===== config.mk =====
export PLATFORM = sky130hd
export DESIGN_NAME = mip_isqrt
export DESIGN_NICKNAME = d
export VERILOG_FILES = /design/src/design/mip_pkg.sv /design/src/design/mip_isqrt.sv
export SDC_FILE = /design/constraint.sdc
export NUM_CORES = 2
export LEC_CHECK = 0
export BUFFER_PORTS_ARGS = -buffer_cell sky130_fd_sc_hd__buf_4
export CAP_MARGIN = 5
export CELL_PAD_IN_SITES_DETAIL_PLACEMENT = 1
export CELL_PAD_IN_SITES_GLOBAL_PLACEMENT = 1
export CORE_ASPECT_RATIO = 0.5
export CORE_MARGIN = 10
export CORE_UTILIZATION = 52
export CTS_CLUSTER_SIZE = 16
export DETAILED_ROUTE_END_ITERATION = 16
export PLACE_DENSITY_LB_ADDON = 0.12
export SYNTH_ARGS = -nofsm -noshare
export SYNTH_HDL_FRONTEND = slang
export SYNTH_SLANG_ARGS = --single-unit

===== constraint.sdc =====
create_clock -name clock -period 4.7 [get_ports clock]
set_input_delay 0.47 -clock clock [delete_from_list [all_inputs] [get_ports clock]]
set_output_delay 0.47 -clock clock [all_outputs]
set_load 0.03 [all_outputs]

===== src/design/mip_pkg.sv =====
`timescale 1ns / 1ps
`default_nettype none
// ---------------------------------------------------------------------------
// mip_pkg
// Widths, reset values and register indexes shared by the minimum image
// pair distance block.
// ---------------------------------------------------------------------------
package mip_pkg;

   // field widths
   localparam int IN_W   = 31;             // particle coordinate
   localparam int BOX_W  = 30;             // box length register
   localparam int D_W    = 31;             // folded separation
   localparam int DIST_W = 30;             // distance
   localparam int ROOT_W = 30;             // square root result bits
   localparam int RAD_W  = 2 * ROOT_W;     // radicand bits

   // stream word widths, padded to whole bytes
   localparam int REQ_W  = 128;
   localparam int RSP_W  = 96;
   localparam int RSP_PAD_W = RSP_W - 2 * D_W - DIST_W;

   localparam logic [BOX_W-1:0] BOX_RESET = 30'd655360;   // 10.0

   // register indexes
   localparam int CSR_IDX_W = 1;
   typedef enum logic [CSR_IDX_W-1:0] {
      CSR_BOX_X = 1'b0,
      CSR_BOX_Y = 1'b1
   } csr_idx_type;

endpackage
`default_nettype wire


===== src/design/mip_isqrt.sv =====
`timescale 1ns / 1ps
`default_nettype none
// ---------------------------------------------------------------------------
// mip_isqrt
// Pipelined floor square root, one root bit per stage.
// ---------------------------------------------------------------------------
module mip_isqrt (
   input  wire                        clock,
   input  wire                        en,
   input  wire  [mip_pkg::RAD_W-1:0]  radicand,
   output logic [mip_pkg::ROOT_W-1:0] root
);
   import mip_pkg::*;

   logic [RAD_W-1:0]  rad_ff  [0:ROOT_W];
   logic [ROOT_W+1:0] rem_ff  [0:ROOT_W];
   logic [ROOT_W-1:0] root_ff [0:ROOT_W];

   // load stage
   always_ff @(posedge clock) begin
      if (en) begin
         rad_ff[0]  <= radicand;
         rem_ff[0]  <= '0;
         root_ff[0] <= '0;
      end
   end

   // digit stages: bring down two radicand bits, try (4*root + 1)
   for (genvar k = 1; k <= ROOT_W; k++) begin : g_dig
      logic [ROOT_W+1:0] part;
      logic [ROOT_W+1:0] trial;
      logic              fits;
      assign part  = {rem_ff[k-1][ROOT_W-1:0], rad_ff[k-1][RAD_W-1 -: 2]};
      assign trial = {root_ff[k-1], 2'b01};
      assign fits  = part >= trial;
      always_ff @(posedge clock) begin
         if (en) begin
            rad_ff[k]  <= {rad_ff[k-1][RAD_W-3:0], 2'b00};
            rem_ff[k]  <= fits ? (part - trial) : part;
            root_ff[k] <= {root_ff[k-1][ROOT_W-2:0], fits};
         end
      end
   end

   assign root = root_ff[ROOT_W];

endmodule
`default_nettype wire


Word level (Yosys, flattened, before mapping)
Memory sizes are Yosys's and may differ from the RTL's.
Index checks and enable logic that the tools add are counted.
Widths: inputs -> output; s select.

storage, ports and cells
  bits in registers = 0
  RAM bits = 3782
  input bits = 62
  output and inout port bits = 30
  word-level logic and storage cells = 95
  memories kept = 3

memories
  name     words  width  read ports  clocked after memory_dff  write ports  RTL line         text
  rad_ff   31     60     30          0                         31           mip_isqrt.sv:15  logic [RAD_W-1:0] rad_ff [0:ROOT_W];
  rem_ff   31     32     30          0                         31           mip_isqrt.sv:16  logic [ROOT_W+1:0] rem_ff [0:ROOT_W];
  root_ff  31     30     31          0                         31           mip_isqrt.sv:17  logic [ROOT_W-1:0] root_ff [0:ROOT_W];

operators by class
  add/subtract/negate cells = 30
  order comparisons = 30
  multiplexer cells = 32

operator list
  operator        number
  $ge 32x32->1    30
  $mux 32         30
  $sub 32x32->32  30
  $mux 1          2

Longest topological paths before layout
An unclocked memory read counts as a cell.

  depth in word-level cells = 3
  mapped depth = 14
  mapped depth without buffers = 12

Worst setup path after synthesis
No wires, ideal clock.

  path kind = reg-to-reg
  start = memory rem_ff[28][3] in the netlist's numbering
  end = memory rem_ff[29][19] in the netlist's numbering (data pin)
  library setup time = 0.260 ns
  arrival = 3.116 ns
  data required time = 4.440 ns
  setup slack = 1.324 ns
  stages on the path, launching flop included = 12
  buffers on the path = 1
  clock period less this slack = 3.376 ns
  cells stage by stage = edfxtp_1 > ha_1 > a211oi_1 > nor2_1 > a211oi_1 > o31ai_1 > nor2_1 > o41ai_1 > a21o_1 > a2111oi_2 > buf_2 > mux2_2

RTL lines
  item         RTL line
  from (decl)  mip_isqrt.sv:16

==> reports/qor.txt <==
Filler Cell Count: 19060
Max Cap Violations: 0
largest net degree at the start of global routing: 154
fin area: 113400 um2
dpl cell area: 106600 um2
CTS H-tree lvls: 4
Static Leakage: 42.96 nW
flops & latches, synth: 2223
Peak Freq: 259.6 MHz
Most used DFF post-synth: edfxtp_1
fin cells: 10860
Critical Path Source: rem_ff[16][15]$_DFFE_PP_
syn_area_per_cell: 13.11 um2
gr usage total: 19.69%
M1 WL: 88020 um
drc violations: 0
Post-DRT Antenna Nets: 0
Worst EP arrival: 4470 ps
final net count: 8655
power share of the clock group: 29.8%
Die X: 646.4 um
worst slack at placement: 822.2 ps
Worst Skew: 40.54 ps
CP Max Fanout: 18
final worst slack: 848.1 ps
Slew HR: 23.72%
fin crit period: 3852 ps
maximum buffer depth of the clock tree: 4
Post-CTS Resized: 0
switching share of power: 28.29%
Setup crit start kind: flip-flop
wirelength, routed: 215600 um
crit path capture type: flip-flop
I/O pins: 92
Async SR Flop Fraction: 0%
cell count after placement: 10440
DR vias/cell: 5.555
utilization after layout: 58.43%
Die H: 333.2 um
first-pass GRT wire length: 345700 um
Fin Setup TNS: 0 ps
hold_ws: 331.4 ps
Req. time, crit path: 5310 ps
DP Wirelength: 156600 um
DR WL met3: 5981 um
worst setup path class: reg2reg
DR top layer: met4
R2R Setup Slk: 850 ps
number of global-route vias before repair: 64440
via count: 60310
synthesized cell area: 102000 um2
Ys Warns: 0
reg2reg start: rem_ff[16][15]$_DFFE_PP_
layout cells sized above 1: 7.531%
Power Density: 473.2 nW/um2
TritonCTS clock tree: built
final slew viol count: 0
Iteration-0 DRC Markers: 3372
met2 WL: 112500 um
net switching power: 15.18 mW
# port buffers: 91
Peak VDD IR: 0.0002874 V
sequential cell area: 66750 um2
Post-Syn Instances: 7783
average wire per standard cell: 19.85 um
die area: 215400 um2
outcome: complete, no violations
Hold Crit Class: in2reg
Initial Util: 52.56%
final total power: 53.66 mW
Num Clock Sinks: 2223
RSZ-0062 raised after global routing: no
GPL Wtd Cong: 0.8875
grt ovf: 0
clk slew on worst S/H paths: 70 ps
initial antenna violation count: 1
P&R area growth vs syn: 11.16%
root buf cell: clkbuf_16
register area share after synthesis: 65.42%
setup violators final: 0
EDFF count, synth: 2223
syn_nets: 8342
Logic pwr share: 20.8%
Clk Latency, worst-skew pair: 860 ps
Worst Tran Pin Value: 1126 ps
Flop pwr share: 49.5%
Multi-input gate area: 32540 um2
hold_sp: en
FP Rows: 114
Final Cycle Share: 81.95%
CTS Buf Count: 202
core footprint: 194100 um2
Unique masters post-synth: 82
detailed-router iteration count before antenna repair: 5
Hold Vio Cnt, Final: 0
Pint: 38.48 mW
-- per-layer routing --
layer,track usage [%],vias to the layer above
met2,36.49,776
met1,23.22,29700
met4,7.629,0
li1,-,29390
met3,2.533,441
met5,0,-
-- placed cells by master (no fill, tap or decap), types with 33 or more instances in the layout --
cell           Yosys  layout
inv_1            613     613
clkbuf_16          0     204
a211oi_1          34      33
o21ai_0          473     473
or3_1             87      87
or4_1             57      57
xnor2_1          338     338
clkinv_2           0      45
nor2_1           422     421
o21bai_1          57      57
clkinv_1           1      34
a21o_1           162     162
edfxtp_1        2223    2223
nand2_1          578     578
nor4_1            96      95
clkbuf_1         131      44
ha_1             497     497
nand2b_1          77      77
nand4_1           89      89
and3_1            36      36
nand3_1          119     119
o31ai_1           55      53
a21oi_1          446     446
mux2_2            77      77
buf_4              1     174
or2_2             39      39
xor2_1           345     345
nor2b_1           81      81
o21a_1            92      92
nor3_1           187     186
dlygate4sd3_1      0      60
a31oi_1           44      42
-- worst max-delay path, stage by stage (launching register included) --
cell       delay [ps]
edfxtp_1          390
ha_1              390
nor2b_1           270
nand3b_1          160
nor3_1            330
o41ai_1           130
and4_1            440
or3_1             420
a2111oi_0         740
nand3b_1          190
xnor2_1           170
-- cell usage after synthesis (all sizes together) (12+ instances only) --
master / number / area share (%)
o31ai: 55 / 0.40
nand3: 119 / 0.58
xor2: 345 / 3.0
o21ai: 474 / 2.3
clkbuf: 131 / 0.48
and2: 29 / 0.18
a21o: 162 / 1.2
edfxtp: 2223 / 65
nand2: 578 / 2.1
o211ai: 29 / 0.21
xnor2: 338 / 2.9
o21a: 92 / 0.68
nor4: 97 / 0.61
a211oi: 34 / 0.25
a21boi: 24 / 0.18
a2111oi: 13 / 0.12
nor2: 422 / 1.6
ha: 497 / 6.1
mux2: 77 / 0.85
or2: 39 / 0.24
buf: 15 / 0.065
and4: 14 / 0.12
or4: 59 / 0.44
inv: 614 / 2.3
nand2b: 77 / 0.47
nor2b: 81 / 0.50
nor3: 187 / 0.92
nand4: 89 / 0.55
o21bai: 57 / 0.42
a31oi: 44 / 0.27
and3: 36 / 0.22
o41ai: 15 / 0.13
nand3b: 24 / 0.18
a21oi: 446 / 2.2
or3: 87 / 0.53
o2111ai: 12 / 0.11
-- final timing paths --
check	to	cells after the start
setup / recovery	rem_ff[17][28]$_DFFE_PP_	10
hold / removal	rad_ff[0][89]$_DFFE_PP_	1
setup reg to reg	rem_ff[17][28]$_DFFE_PP_	10
hold reg to reg	rad_ff[0][155]$_DFFE_PP_	0
-- kinds of logic (layout without fill, tap and decap cells) --
kind of cell | after synthesis | after routing | synth area share [%]
AND/OR/NAND/NOR | 1970 | 1970 | 9.489
adder cells (fa/ha/maj) | 497 | 497 | 6.095
XOR/XNOR | 683 | 683 | 5.863
multiplexers | 85 | 85 | 0.9283
flip-flops | 2223 | 2223 | 65.42
AO/OA/AOI/OAI | 1563 | 1563 | 9.388
buffers and inverters | 761 | 1224 | 2.809
other | 1 | 3 | 0.003675
-- power groups by stage --
stage,clock network (mW),logic (mW),registers (mW)
2_1_floorplan,0,8.04,26.3
3_3_place_gp,0,10.8,26.9
3_5_place_dp,0,11.1,27.0
4_1_cts,16.4,11.2,26.6
6_report,16.0,11.1,26.5
5_1_grt,17.2,12.5,26.8
-- flip-flops by register name, summed over array words and instances (netlist names) --
register and flops:
rad_ff 930, rem_ff 828, root_ff 465
-- final cells by class --
type | instances | area share (%)
clock inverter | 106 | 0.8307
multi-input combinational | 4799 | 28.69
clock buffer | 248 | 4.646
inverter | 615 | 2.035
timing repair buffer | 255 | 2.058
tap | 2610 | 2.879
sequential | 2223 | 58.86
antenna | 2 | 0.004413
-- repair_timing --
| action | CTS | global route |
|---|---|---|
| buffers inserted | 0 | 0 |
| hold endpoints to repair | 60 | 0 |
| hold buffers | 60 | 0 |
| endpoints found under the setup margin | 0 | 0 |
No activity file was read; power rests on OpenSTA's default activity.
