File: src/design/mip_pkg.sv
`timescale 1ns / 1ps
`default_nettype none
// ---------------------------------------------------------------------------
// mip_pkg
// Widths, reset values and register indexes shared by the minimum image
// pair distance block.
// ---------------------------------------------------------------------------
package mip_pkg;

   // field widths
   localparam int IN_W   = 31;             // particle coordinate
   localparam int BOX_W  = 30;             // box length register
   localparam int D_W    = 31;             // folded separation
   localparam int DIST_W = 30;             // distance
   localparam int ROOT_W = 30;             // square root result bits
   localparam int RAD_W  = 2 * ROOT_W;     // radicand bits

   // stream word widths, padded to whole bytes
   localparam int REQ_W  = 128;
   localparam int RSP_W  = 96;
   localparam int RSP_PAD_W = RSP_W - 2 * D_W - DIST_W;

   localparam logic [BOX_W-1:0] BOX_RESET = 30'd655360;   // 10.0

   // register indexes
   localparam int CSR_IDX_W = 1;
   typedef enum logic [CSR_IDX_W-1:0] {
      CSR_BOX_X = 1'b0,
      CSR_BOX_Y = 1'b1
   } csr_idx_type;

endpackage
`default_nettype wire

File: src/design/mip_fold.sv
`timescale 1ns / 1ps
`default_nettype none
// ---------------------------------------------------------------------------
// mip_fold
// Pipelined fold of one separation into its nearest periodic image: a
// restoring divider, one dividend bit per stage, then a rounding stage.
// ---------------------------------------------------------------------------
module mip_fold #(
   parameter int MAG_W = 32
) (
   input  wire                       clock,
   input  wire                       en,
   input  wire  [MAG_W-1:0]          sep,
   input  wire  [mip_pkg::BOX_W-1:0] box_len,
   output logic [mip_pkg::D_W-1:0]   folded
);
   import mip_pkg::*;

   logic [BOX_W-1:0] len;
   logic [BOX_W-1:0] rem_ff [0:MAG_W];
   logic [MAG_W-1:0] sh_ff  [0:MAG_W];
   logic             neg_ff [0:MAG_W];
   logic [D_W-1:0]   folded_ff;
   logic [D_W-1:0]   folded_in;
   logic             round_up;
   logic [D_W-1:0]   res_mag;

   // zero length behaves as one lsb
   assign len = (box_len == '0) ? BOX_W'(1) : box_len;

   // load stage: magnitude and sign
   always_ff @(posedge clock) begin
      if (en) begin
         neg_ff[0] <= sep[MAG_W-1];
         sh_ff[0]  <= sep[MAG_W-1] ? (~sep + MAG_W'(1)) : sep;
         rem_ff[0] <= '0;
      end
   end

   // divider stages, one dividend bit each
   for (genvar k = 1; k <= MAG_W; k++) begin : g_div
      logic [BOX_W:0] trial;
      logic           fits;
      assign trial = {rem_ff[k-1], sh_ff[k-1][MAG_W-1]};
      assign fits  = trial >= {1'b0, len};
      always_ff @(posedge clock) begin
         if (en) begin
            rem_ff[k] <= fits ? BOX_W'(trial - {1'b0, len}) : trial[BOX_W-1:0];
            sh_ff[k]  <= {sh_ff[k-1][MAG_W-2:0], 1'b0};
            neg_ff[k] <= neg_ff[k-1];
         end
      end
   end

   // round half away from zero: step one image further when 2r >= L
   always_comb begin
      round_up  = {rem_ff[MAG_W], 1'b0} >= {1'b0, len};
      res_mag   = {1'b0, rem_ff[MAG_W]} - (round_up ? {1'b0, len} : '0);
      folded_in = neg_ff[MAG_W] ? (~res_mag + D_W'(1)) : res_mag;
   end

   always_ff @(posedge clock) begin
      if (en) begin
         folded_ff <= folded_in;
      end
   end

   assign folded = folded_ff;

endmodule
`default_nettype wire

File: config.mk
export PLATFORM = sky130hd
export DESIGN_NAME = mip_fold
export DESIGN_NICKNAME = d
export VERILOG_FILES = /design/src/design/mip_pkg.sv /design/src/design/mip_fold.sv
export SDC_FILE = /design/constraint.sdc
export NUM_CORES = 2
export LEC_CHECK = 0
export BUFFER_PORTS_ARGS = -buffer_cell sky130_fd_sc_hd__buf_4
export CORE_MARGIN = 10
export CORE_UTILIZATION = 60
export CTS_BUF_LIST = sky130_fd_sc_hd__clkbuf_4 sky130_fd_sc_hd__clkbuf_8
export DETAILED_ROUTE_END_ITERATION = 8
export GPL_ROUTABILITY_DRIVEN = 0
export PLACE_DENSITY_LB_ADDON = 0.25
export SETUP_SLACK_MARGIN = 0.3
export SLEW_MARGIN = 20
export SYNTH_ARGS = -nofsm -noshare
export SYNTH_HDL_FRONTEND = slang
export SYNTH_SLANG_ARGS = --single-unit
File: constraint.sdc
create_clock -name clock -period 21.5 [get_ports clock]
set_clock_uncertainty 0.15 [all_clocks]
set_input_delay 1.075 -clock clock [delete_from_list [all_inputs] [get_ports clock]]
set_output_delay 1.075 -clock clock [all_outputs]
set_load 0.03 [all_outputs]
* After elaboration in Yosys (flattened, before gate mapping)
Memories as Yosys holds them, arrays and structs flattened.
Index checks and enable logic that the tools add are counted.
** Word-level totals
- Register bits :: 31
- Memory bits (writable) :: 2079
- Input port bits :: 64
- Output and inout bits :: 31
- Memories :: 3
** Memories
- sh_ff :: depth 33, bits a word 32, rd ports 32, clocked after memory_dff 0, wr ports 33, RTL line mip_fold.sv:21 : logic [MAG_W-1:0] sh_ff [0:MAG_W];
- rem_ff :: depth 33, bits a word 30, rd ports 33, clocked after memory_dff 0, wr ports 33, RTL line mip_fold.sv:20 : logic [BOX_W-1:0] rem_ff [0:MAG_W];
- neg_ff :: depth 33, bits a word 1, rd ports 33, clocked after memory_dff 0, wr ports 33, RTL line mip_fold.sv:22 : logic neg_ff [0:MAG_W];
** Cells by class
- $add $sub $neg :: 35
- Order comparisons :: 33
- Mux-type cells :: 38
- Bitwise operators :: 2
- Reductions and logical operators :: 1
** Operators by type and width (count)
- $ge A31 B30 Y1 :: 33
- $mux W30 :: 34
- $sub A30 B30 Y30 :: 32
- $add A32 B1 Y32 const B :: 1
- $mux W32 :: 1
- $not A32 Y32 :: 1
- $add A31 B1 Y31 const B :: 1
- $mux W31 :: 1
- $not A31 Y31 :: 1
- $sub A30 B30 Y31 :: 1
- $logic_not A30 Y1 :: 1
- $mux W1 :: 2

* Logic depth before layout (Yosys ltp)
- Depth after elaboration :: 8
- Gate-level depth with buffers :: 28
- Depth with buffers taken out :: 26

* Worst setup path after synthesis
OpenSTA, ideal clock, no wires.
- Path type :: in2reg
- From :: input port box_len[29] in the netlist's numbering
- To :: register folded_ff[28] (netlist: folded[28]), data pin
- Setup time :: 262 ps
- Data arrival time :: 9102 ps
- Path slack :: 11987 ps
- Stages on the path :: 25
- Path buffers :: 1
- Cells stage by stage :: inv_1 -> nand3_1 -> o41ai_1 -> o21bai_1 -> a21oi_1 -> o21ai_0 -> nand4_1 -> a21oi_1 -> o211ai_1 -> o2111ai_1 -> clkbuf_1 -> and2_1 -> ha_1 -> fa_1 -> nor2b_4 -> o211ai_2 -> a211o_1 -> o211ai_2 -> or3b_1 -> or3b_1 -> or3_4 -> nor3_4 -> nand4_2 -> o31ai_1 -> xnor2_1
** Between the ends
- Word-level cells in the longest chain between the ends :: 8
** RTL lines
- start: declaration :: RTL line mip_fold.sv:14 : input wire [mip_pkg::BOX_W-1:0] box_len,
- $logic_not A30 Y1 :: RTL line mip_fold.sv:29 : assign len = (box_len == '0) ? BOX_W'(1) : box_len;
- $mux W30 * :: RTL line mip_fold.sv:29
- $ge A31 B30 Y1 :: RTL line mip_fold.sv:57 : round_up = {rem_ff[MAG_W], 1'b0} >= {1'b0, len};
- $mux W30 * :: RTL line mip_fold.sv:58 : res_mag = {1'b0, rem_ff[MAG_W]} - (round_up ? {1'b0, len} : '0);
- $sub A30 B30 Y31 * :: RTL line mip_fold.sv:58
- $not A31 Y31 :: RTL line mip_fold.sv:59 : folded_in = neg_ff[MAG_W] ? (~res_mag + D_W'(1)) : res_mag;
- $add A31 B1 Y31 :: RTL line mip_fold.sv:59
- $mux W31 * :: RTL line mip_fold.sv:59
- net folded_in[28] :: RTL line mip_fold.sv:24 : logic [D_W-1:0] folded_in;
- end signal: assignment :: RTL line mip_fold.sv:64 : folded_ff <= folded_in;
- end: declaration :: RTL line mip_fold.sv:23 : logic [D_W-1:0] folded_ff;
Mark *: on every way through the listed nets, which the timed path passes. The rest lies on a longest branch.
A chain may end at the register's enable or synchronous reset.

* Final worst setup path
- From :: input port box_len[1] in the netlist's numbering
- To :: register folded_ff[28] (netlist: folded[28]), data pin
Same word-level chain as after synthesis.

==> flow_metrics.tcl <==
set metrics [dict create \
    clockBufferDepth 4 \
    post_cts_buffers 0 \
    drv_cap 0 \
    coreArea_um2 174000 \
    synth_edf_count 1552 \
    rsz0062_at_grt "false" \
    r2r_end "folded[28]" \
    grt.total_usage 0.280 \
    mostFrequentLayoutCells "edfxtp_1, ha_1, nand2_1" \
    synth_top_family_by_area "compound AO/OA/AOI/OAI gates" \
    critPathRequiredTime_ns 22.09 \
    drive_gt1_frac 0.116 \
    drtAntennaViolNets 0 \
    cts_resized 0 \
    synth-compound-area-share 0.177 \
    drtPass1Iterations 6 \
    cts_tree "done" \
    hold_viol_final 0 \
    cp-start-kind "input port" \
    areaGrowthSynthToFinish_pct 9.15 \
    path_max_fanout 31 \
    period_share 0.343 \
    synth-adder-area-share 0.125 \
    yosysWarnings 0 \
    hpwl_mm 196 \
    rr_worst_depth 26 \
    worstHoldPathType "in -> reg" \
    endpoint "folded[28]" \
    clkSlewWorstSetupHoldPaths_ns 0.06 \
    final.setup.worst_slack_ns 14.13 \
    arrival_ns 7.96 \
    ys_seq_area_frac 0.446 \
    drt-wirelength-per-cell_um 22.0 \
    setup_viol_count_final 0 \
    yosys-mux-area-fraction 0.0480 \
    h-tree-depth 5 \
    antenna_found_initial 5 \
    critical_path_class "in -> reg" \
    synth.distinct_cells 98 \
    fin_util 0.658 \
    syn_area_per_cell_um2 10.6 \
    rows 153 \
    routed_wl_mm 278 \
    drv_slew 0 \
    drc 0 \
    die_w_um 438 \
    synthXorXnorAreaFrac 0.0669 \
    cts_num_sinks 1552 \
    p_per_area_nw_per_um2 167 \
    pre_cts_slack_ns 13.22 \
    die_h_um 438 \
    status "completed" \
    tightest_slew_ns 1.10 \
    netlist_instances 9843 \
    fin_crit_ns 7.37 \
    cts_buffers 282 \
    ir_drop_uv 86.9 \
    portBuffers 94 \
    grt_pass1_wl_mm 429 \
    tns_ns 0 \
    root_buffer "clkbuf_8" \
    vias 81000 \
    grt_overflow_total 0 \
    fill_cells 13000 \
    grt_pass1_vias 78100 \
    ioPinCount 95 \
    synth-simple-area-share 0.117 \
    timing.rr.start "rem_ff[32][15]" \
    clock_latency_ns 1.08 \
    die_area_um2 191000 \
    start_util 0.602 \
    cp-end-kind "flop" \
    synth_area_um2 105000 \
    synth_nets 10900 \
    cp-startpoint "box_len[1]" \
    drt-initial-drc-count 7856 \
    r2r_slack_ns 15.10 \
    power.leakage_nw 45.8 \
    ctsHoldBuffers 0 \
    final_common_cell "edfxtp_1" \
    nNetsFinal 11200 \
    slew_headroom 0.265 \
    clock.fmax_ghz 0.136 \
    holdWs_ns 0.147 \
    avgViaCountPerCell 6.40 \
    ys_ff_latch 1552 \
    grt_start_max_net_pins 196 \
    synth-main-ff-cell "edfxtp_1" \
    synthArstFlopShare 0 \
]
[synthesized netlist by cell type, types with 17 or more instances]
cell       instances  area [um2]
a2111oi_0         20         175
a211o_1           31         272
a211oi_1          70         526
a21boi_0          38         285
a21o_1           406        3050
a21oi_1          795        3980
a221oi_1          28         245
a31o_2            22         193
a31oi_1           87         544
a41oi_1           35         307
and2_1            39         244
and3_1            90         563
and4_1            20         175
buf_2             29         145
clkbuf_1         153         574
edfxtp_1        1552       46600
fa_1              32         641
ha_1             993       12400
inv_1            350        1310
mux2_2           407        4580
mux2i_1           43         430
nand2_1          812        3050
nand2b_1         155         970
nand3_1          183         916
nand4_1          117         732
nor2_1           603        2260
nor2b_1          154         963
nor3_1           143         716
nor4_1            52         325
o2111ai_1         17         149
o211ai_1          57         428
o21a_1           147        1100
o21ai_0          728        3640
o21ai_1           18        90.1
o21bai_1         112         841
o31a_1            41         359
o31ai_1           83         623
o41ai_1           23         201
or2_2             42         263
or3_1             47         294
or4_1             26         195
xnor2_1          515        4510
xor2_1           284        2490
[cell families (layout without fill, tap and decap cells)]
group                    Yosys count  in the layout
adder cells (fa/ha/maj)         1025           1025
buffers and inverters            557           1037
other                              0              6
XOR/XNOR                         799            799
AND/OR/NAND/NOR                 2546           2546
AO/OA/AOI/OAI                   2913           2913
flip-flops                      1552           1552
multiplexers                     451            451
[where the power goes]
group	leakage (nW)	switching [W]	internal, W
clock network	2.91	0.00124	0.00158
registers	15.2	0.000756	0.00502
logic	27.7	0.00582	0.00464
[layer usage]
metal  part of all wire  vias to the layer above  global-route usage
met5                  0                        -                   0
met4              0.061                        0               0.156
met3              0.086                      917              0.0503
met2               0.44                     3500               0.436
met1               0.41                    38700               0.369
li1                   -                    37900                   -
[area by class of cell]
type                       instances  area (um2)  share of cell area
tap                             2325        2910              0.0255
multi-input combinational       7734       56100               0.492
clock inverter                   123        1040             0.00913
antenna                            6        15.0            0.000132
clock buffer                     359        4490              0.0393
sequential                      1552       46600               0.408
inverter                         351        1320              0.0116
timing repair buffer             204        1660              0.0146
[sequential cells by signal, indices dropped and copies added (netlist names)]
name    cells
rem_ff    960
sh_ff     528
neg_ff     33
folded     31
[how the worst min path moves through the flow]
stage          slack, ns           from  depth (start not counted)       endpoint
2_1_floorplan       0.25   neg_ff[0][9]                          0  neg_ff[0][10]
3_3_place_gp        0.25  sh_ff[0][891]                          0  sh_ff[0][924]
3_5_place_dp        0.25  neg_ff[0][13]                          0  neg_ff[0][14]
4_1_cts             0.06         sep[0]                          1    sh_ff[0][0]
5_1_grt             0.08         sep[0]                          1    sh_ff[0][0]
6_report            0.15         sep[0]                          1    sh_ff[0][0]
[through the flow]
stage	cell area, um2	instances	total power, W
2_1_floorplan	105000	9843	0.0135
3_3_place_gp	109000	12200	0.0156
3_5_place_dp	109000	12200	0.0160
4_1_cts	114000	12600	0.0189
5_1_grt	114000	12700	0.0204
6_report	114000	12700	0.0191
[worst max-delay path, cell delays in order]
cell,delay [ns]
buf_4,0.47
buf_4,0.69
inv_2,0.27
ha_1,0.35
inv_1,0.07
o21bai_1,0.08
a21oi_1,0.16
o21ai_0,0.12
nand4_1,0.10
a21oi_1,0.09
o211ai_1,0.24
o2111ai_2,0.13
buf_4,0.26
and2_1,0.21
ha_1,0.21
fa_1,0.44
nor2b_4,0.15
o211ai_2,0.14
a211o_1,0.39
a21oi_1,0.28
a211oi_1,0.12
or3_1,0.42
or4b_4,0.60
nor3_4,0.25
nand4_2,0.20
o31ai_1,0.31
xnor2_1,0.11
(Power assumes the default switching activity.)
